File: src/sv/pco_pkg.sv
// Shared types, operation codes and helpers for the ARGB pixel color unit.
package pco_pkg;

    localparam int ChanCount = 4;
    localparam int ChanWidth = 8;
    localparam int SumWidth  = 2 * ChanWidth;

    typedef enum logic [1:0] {
        KIND_BLEND   = 2'd0,
        KIND_LERP    = 2'd1,
        KIND_LIGHTEN = 2'd2,
        KIND_DARKEN  = 2'd3
    } kind_t;

    // How the last stage builds the output word.
    typedef enum logic [1:0] {
        SEL_PASS    = 2'd0,
        SEL_MIX_RGB = 2'd1,
        SEL_MIX_ALL = 2'd2
    } sel_t;

    typedef struct packed {
        sel_t                                 sel;
        logic [ChanCount*ChanWidth-1:0]       pass;
        logic [ChanCount-1:0][SumWidth-1:0]   sum;
    } mul_stage_t;

    typedef struct packed {
        sel_t                                 sel;
        logic [ChanCount*ChanWidth-1:0]       pass;
        logic [ChanCount-1:0][ChanWidth-1:0]  quo;
    } div_stage_t;

    // floor(x / 255) for x up to 255 * 255
    function automatic logic [ChanWidth-1:0] div255(input logic [SumWidth-1:0] x);
        logic [SumWidth:0] tmp;
        tmp = {1'b0, x} + {{SumWidth{1'b0}}, 1'b1}
            + {{(ChanWidth+1){1'b0}}, x[SumWidth-1:ChanWidth]};
        return tmp[SumWidth-1:ChanWidth];
    endfunction

endpackage

File: src/sv/pco_mul_stage.sv
// First pipeline stage: operation decode, channel weighting products, saturating steps.
module pco_mul_stage import pco_pkg::*; (
    input  logic                           aclk,
    input  logic                           load,
    input  logic [1:0]                     kind,
    input  logic [ChanCount*ChanWidth-1:0] color_a,
    input  logic [ChanCount*ChanWidth-1:0] color_b,
    input  logic [ChanWidth-1:0]           amount,
    output mul_stage_t                     stage_q
);

    mul_stage_t                     stage_reg;
    mul_stage_t                     stage_next;
    logic [ChanWidth-1:0]           weight;
    logic [ChanWidth-1:0]           weight_inv;
    logic [ChanCount*ChanWidth-1:0] shifted;
    logic [ChanWidth:0]             up_sum;
    logic [ChanWidth-1:0]           chan_v;

    always_comb begin
        weight     = (kind == KIND_BLEND) ? color_b[4*ChanWidth-1 -: ChanWidth] : amount;
        weight_inv = {ChanWidth{1'b1}} - weight;

        // Alpha passes unchanged for lighten and darken.
        shifted = color_a;
        for (int i = 0; i < ChanCount - 1; i++) begin
            chan_v = color_a[i*ChanWidth +: ChanWidth];
            up_sum = {1'b0, chan_v} + {1'b0, amount};
            if (kind == KIND_LIGHTEN) begin
                shifted[i*ChanWidth +: ChanWidth] =
                    up_sum[ChanWidth] ? {ChanWidth{1'b1}} : up_sum[ChanWidth-1:0];
            end else begin
                shifted[i*ChanWidth +: ChanWidth] =
                    (chan_v < amount) ? {ChanWidth{1'b0}} : chan_v - amount;
            end
        end

        for (int i = 0; i < ChanCount; i++) begin
            stage_next.sum[i] =
                SumWidth'(color_a[i*ChanWidth +: ChanWidth] * weight_inv)
              + SumWidth'(color_b[i*ChanWidth +: ChanWidth] * weight);
        end

        stage_next.sel  = SEL_PASS;
        stage_next.pass = color_a;
        unique case (kind)
            KIND_BLEND: begin
                if (weight == '0) begin
                    stage_next.pass = color_a;
                end else if (weight == '1) begin
                    stage_next.pass = color_b;
                end else begin
                    stage_next.sel = SEL_MIX_RGB;
                end
            end
            KIND_LERP: begin
                if (weight == '0) begin
                    stage_next.pass = color_a;
                end else if (weight == '1) begin
                    stage_next.pass = color_b;
                end else begin
                    stage_next.sel = SEL_MIX_ALL;
                end
            end
            KIND_LIGHTEN, KIND_DARKEN: begin
                stage_next.pass = shifted;
            end
            default: begin
                stage_next.pass = color_a;
            end
        endcase
    end

    always_ff @(posedge aclk) begin
        if (load) begin
            stage_reg <= stage_next;
        end
    end

    assign stage_q = stage_reg;

endmodule

File: src/sv/pco_div_stage.sv
// Second pipeline stage: divide each weighted channel sum by 255.
module pco_div_stage import pco_pkg::*; (
    input  logic       aclk,
    input  logic       load,
    input  mul_stage_t stage_d,
    output div_stage_t stage_q
);

    div_stage_t stage_reg;
    div_stage_t stage_next;

    always_comb begin
        stage_next.sel  = stage_d.sel;
        stage_next.pass = stage_d.pass;
        for (int i = 0; i < ChanCount; i++) begin
            stage_next.quo[i] = div255(stage_d.sum[i]);
        end
    end

    always_ff @(posedge aclk) begin
        if (load) begin
            stage_reg <= stage_next;
        end
    end

    assign stage_q = stage_reg;

endmodule

File: src/sv/argb_pixel_color_ops.sv
// Throughput: one transaction per cycle while m_ready stays high; three register stages
//   (products, divide by 255, output select) advance under per-stage valid bits, and a
//   stalled stage holds while bubbles ahead of it still fill.
// Reset: synchronous active-low aresetn clears all stage valid bits; data registers
//   are not reset. No other state.
module argb_pixel_color_ops import pco_pkg::*; (
    input  logic        aclk,
    input  logic        aresetn,
    input  logic        s_valid,
    output logic        s_ready,
    input  logic [1:0]  s_kind,
    input  logic [31:0] s_color_a,
    input  logic [31:0] s_color_b,
    input  logic [7:0]  s_amount,
    output logic        m_valid,
    input  logic        m_ready,
    output logic [31:0] m_color_out
);

    logic        v1_reg, v1_next;
    logic        v2_reg, v2_next;
    logic        v3_reg, v3_next;
    logic        en1, en2, en3;
    mul_stage_t  mul_q;
    div_stage_t  div_q;
    logic [31:0] color_out_reg, color_out_next;

    // A stage loads when it is empty or its contents move on this cycle.
    assign en3 = !v3_reg || m_ready;
    assign en2 = !v2_reg || en3;
    assign en1 = !v1_reg || en2;
    assign s_ready = en1;

    always_comb begin
        v1_next = en1 ? s_valid : v1_reg;
        v2_next = en2 ? v1_reg  : v2_reg;
        v3_next = en3 ? v2_reg  : v3_reg;
    end

    always_ff @(posedge aclk) begin
        if (!aresetn) begin
            v1_reg <= 1'b0;
            v2_reg <= 1'b0;
            v3_reg <= 1'b0;
        end else begin
            v1_reg <= v1_next;
            v2_reg <= v2_next;
            v3_reg <= v3_next;
        end
    end

    // Stage 1: weights, products, lighten/darken and pass-through choice.
    pco_mul_stage u_mul (
        .aclk    (aclk),
        .load    (en1),
        .kind    (s_kind),
        .color_a (s_color_a),
        .color_b (s_color_b),
        .amount  (s_amount),
        .stage_q (mul_q)
    );

    // Stage 2: divide by 255 per channel.
    pco_div_stage u_div (
        .aclk    (aclk),
        .load    (en2),
        .stage_d (mul_q),
        .stage_q (div_q)
    );

    // Stage 3: assemble the output word. Blend forces opaque alpha on a partial mix.
    always_comb begin
        case (div_q.sel)
            SEL_MIX_RGB: color_out_next = {8'hFF, div_q.quo[2], div_q.quo[1], div_q.quo[0]};
            SEL_MIX_ALL: color_out_next = {div_q.quo[3], div_q.quo[2],
                                           div_q.quo[1], div_q.quo[0]};
            default:     color_out_next = div_q.pass;
        endcase
    end

    always_ff @(posedge aclk) begin
        if (en3) begin
            color_out_reg <= color_out_next;
        end
    end

    assign m_valid     = v3_reg;
    assign m_color_out = color_out_reg;

endmodule

File: config.mk
export PLATFORM = sky130hd
export DESIGN_NAME = argb_pixel_color_ops
export DESIGN_NICKNAME = d
export VERILOG_FILES = /design/src/sv/pco_pkg.sv /design/src/sv/pco_mul_stage.sv /design/src/sv/pco_div_stage.sv /design/src/sv/argb_pixel_color_ops.sv
export SDC_FILE = /design/constraint.sdc
export NUM_CORES = 2
export LEC_CHECK = 0
export CAP_MARGIN = 10
export CORE_MARGIN = 2
export CORE_UTILIZATION = 53
export CTS_CLUSTER_DIAMETER = 80
export DETAILED_ROUTE_END_ITERATION = 10
export DONT_BUFFER_PORTS = 1
export HOLD_SLACK_MARGIN = 0.15
export PLACE_DENSITY = 0.71
export SLEW_MARGIN = 20
export SYNTH_ARGS = -nofsm -noshare
export SYNTH_HDL_FRONTEND = slang
export SYNTH_HIERARCHICAL = 1
export SYNTH_SLANG_ARGS = --single-unit
File: constraint.sdc
create_clock -name aclk -period 8.2 [get_ports aclk]
set_input_delay 0.41 -clock aclk [delete_from_list [all_inputs] [get_ports aclk]]
set_output_delay 0.41 -clock aclk [all_outputs]
set_load 0.05 [all_outputs]
==> metrics.cfg <==
[floorplan]
ios=112
initial_core_util_pct=53.6
fp.dieW_um=235
design.core.area_um2=52600
dieArea_um2=55000
fp.dieH_um=235
num_rows=84

[power_and_ir_drop]
pwr-share-seq_pct=18.3
switchingPower_uw=6250
netSwitchingFraction_pct=48.8
p_leak_uw=0.0144
p_int_uw=6570
power_frac_comb_pct=75.0
ir_drop_mv=0.483
finalPower_uw=12800
clockPowerShare_pct=6.7
power_density_nw_per_um2=432

[yosys]
synth_edf_count=196
yosys_warnings=6
synth_largest_type_area_fraction_pct=27.7
ys_ff_latch=199
async_flop_share_pct=0
synthFlopType=edfxtp_1
seq_area_frac_synth_pct=21.1
yosys-top-cells-area=fa_1 28%, edfxtp_1 21%, ha_1 15%
synth_top_area_cell=fa_1
syn_area_per_cell_um2=9.74
synth_cells=2893
synth_cell_types=85
synthesis.area_um2=28200

[clock_network]
cts_hold_buffers=20
cts_setup_buffers=0
clockBufferDepth=2
cts_root_buffer=clkbuf_16
numCtsBuffers=17
cts_tree=yes
cts_max_level=4
clock_latency_ps=500
cts_resized=0
clock-sinks=199
clk_pin_slew_ps=80

[detailed_routing]
routed_wl_mm=72.9
post_drt_via_cell_ratio=5.63
drtIter0Drc=1697
drc_errors=0
antenna_left=0
drt-pass1-iter-count=5
wl_per_cell_um=20.5
num_vias=20100

[run_status]
status=finished, final reports clean

[critical_path]
crit_required_ps=8430
cp.arrival_ps=7290
worstSetupStartpointType=input port
end_kind=flop
critPathMaxFanout=22
path_class=input port to flop

[sta]
slew_headroom_pct=23.9
setup_viol=0
tns_ps=0
maxSlewViolCount=0
worst_slew_pin_slew_ps=1120
rsz0062_at_grt=no
final.min_clock_period_ps=7060
fmax_mhz=142
clock-skew-final_ps=13.1
hold_viol=0
finalCritPeriodShare_pct=86.0

[global_route]
grt_pass1_vias=21300
grt_overflow_total=0
grt_use_total_pct=27.5
grt_max_degree=67
grt_first_pass_wirelength_mm=118
antenna_found_initial=0

[placement]
portBuffers=0
place.gp.congestion=0.925
dpl.cell_count=3510
place_area_um2=28900
place_hpwl_mm=57.5

[cells_and_area]
fin_area_um2=29700
fin_cells=3562
largest_reg_flops=98
drive_gt1_share_pct=3.97
area_growth_pct=5.30
nFillCells=4550
multi_input_area_um2=19600
diodes=0
regArea_um2=5950
nets=3656

[flow_run]
drv_cap=0

[hold_path]
hp-class=input port to flop

==> logic make-up (layout without fill, tap and decap cells) <==
family	Yosys count	after routing	synth area share (%)
adders and majority gates	717	717	42.2
buffers and inverters	701	679	9.62
and+or+nand+nor	782	782	14.0
AOI/OAI and AO/OA	352	352	8.31
DFF	199	199	21.1
xor gates and xnor gates	97	97	3.01
muxes	44	44	1.77
other	1	4	0.0133
==> layer usage <==
layer	track usage (%)	part of all wire (%)	vias to the layer above	wire length, um
met3	6.43	9.0	118	6530
met2	42.5	45	822	33000
li1	-	-	9115	-
met4	8.04	2.8	0	2060
met1	38.6	43	9995	31400
met5	0	0	-	0
==> layout make-up <==
class / count / share of cell area, %
clock inverter: 15 / 0.607
timing repair buffer: 46 / 1.33
inverter: 601 / 7.61
multi-input combinational: 1996 / 66.1
tap: 688 / 2.90
clock buffer: 17 / 1.43
sequential: 199 / 20.0
==> final timing paths <==
check	start	to	slack (ps)	cells after the start
setup / recovery	s_kind[0]	u_mul/stage_q[15]$_DFFE_PP_	1140	22
hold / removal	s_kind[1]	u_mul/stage_q[69]$_DFFE_PP_	180	2
setup reg to reg	m_valid$_SDFFE_PN0P_	u_mul/stage_q[27]$_DFFE_PP_	5640	3
hold reg to reg	u_mul/stage_q[94]$_DFFE_PP_	u_div/stage_q[62]$_DFFE_PP_	420	0
==> power by group through the flow <==
stage	Combinational [uW]	Clock (uW)	Sequential, uW
after floorplan	7290	0	2250
after global placement	9110	0	2360
after detailed placement	9470	0	2370
after CTS	9570	882	2350
after global routing	10900	921	2380
final	9610	862	2350
==> synth_stat cells (4+ instances only) <==
cell type and number:
nand2b_1 8, a31oi_1 18, mux2_4 8, o22ai_1 8
nor3_1 22, edfxtp_1 196, mux2_1 7, buf_6 8
a21boi_0 4, or3_1 5, a21o_1 16, nand3_1 26
buf_2 14, o31ai_1 4, a211oi_1 6, o21bai_1 13
fa_1 390, ha_1 327, and2_1 288, and3_1 5
clkbuf_1 75, o21a_1 25, nand4_1 10, mux2i_1 22
nor2_1 119, nand2_1 262, xnor2_1 73, nor2b_1 13
o211ai_1 15, o21ai_0 66, a221oi_1 4, a21oi_1 73
mux2_2 7, a221o_1 6, o2111ai_1 5, inv_1 599
xor2_1 24, o21ai_1 45
==> cells in the final DEF (no fill, tap or decap), types with 17 or more instances in the layout <==
cell type        n
inv_1          596
o21ai_1         39
nor2_1         119
xor2_1          24
dlygate4sd3_1   20
a21oi_1         73
xnor2_1         73
nand3_1         26
o21ai_0         65
edfxtp_1       196
a31oi_1         18
ha_1           326
nand2_1        262
and2_1         288
o21a_1          25
fa_1           390
buf_4           26
nor3_1          22
clkbuf_16       17
==> stage by stage <==
stage	utilization, %	setup WS, ps	hold WS (ps)
floorplan	-	1490	400
global placement	54.9	952	402
detailed placement	54.9	795	405
CTS	56.5	1280	152
global route	56.5	860	152
finish	56.5	1140	182
==> critical path, stage by stage <==
cell and delay [ps]:
nor2_4 620, mux2i_2 1000, nand2_1 240, fa_1 600, inv_1 50, ha_1 270
inv_1 50, fa_1 490, inv_1 50, fa_1 530, inv_1 60, fa_1 490
inv_1 50, fa_1 450, ha_1 360, a21oi_1 170, o22ai_1 110, or4_1 460
a31oi_1 340, o2111ai_1 180, a21oi_1 200, xnor2_1 70
(Power assumes the default switching activity.)
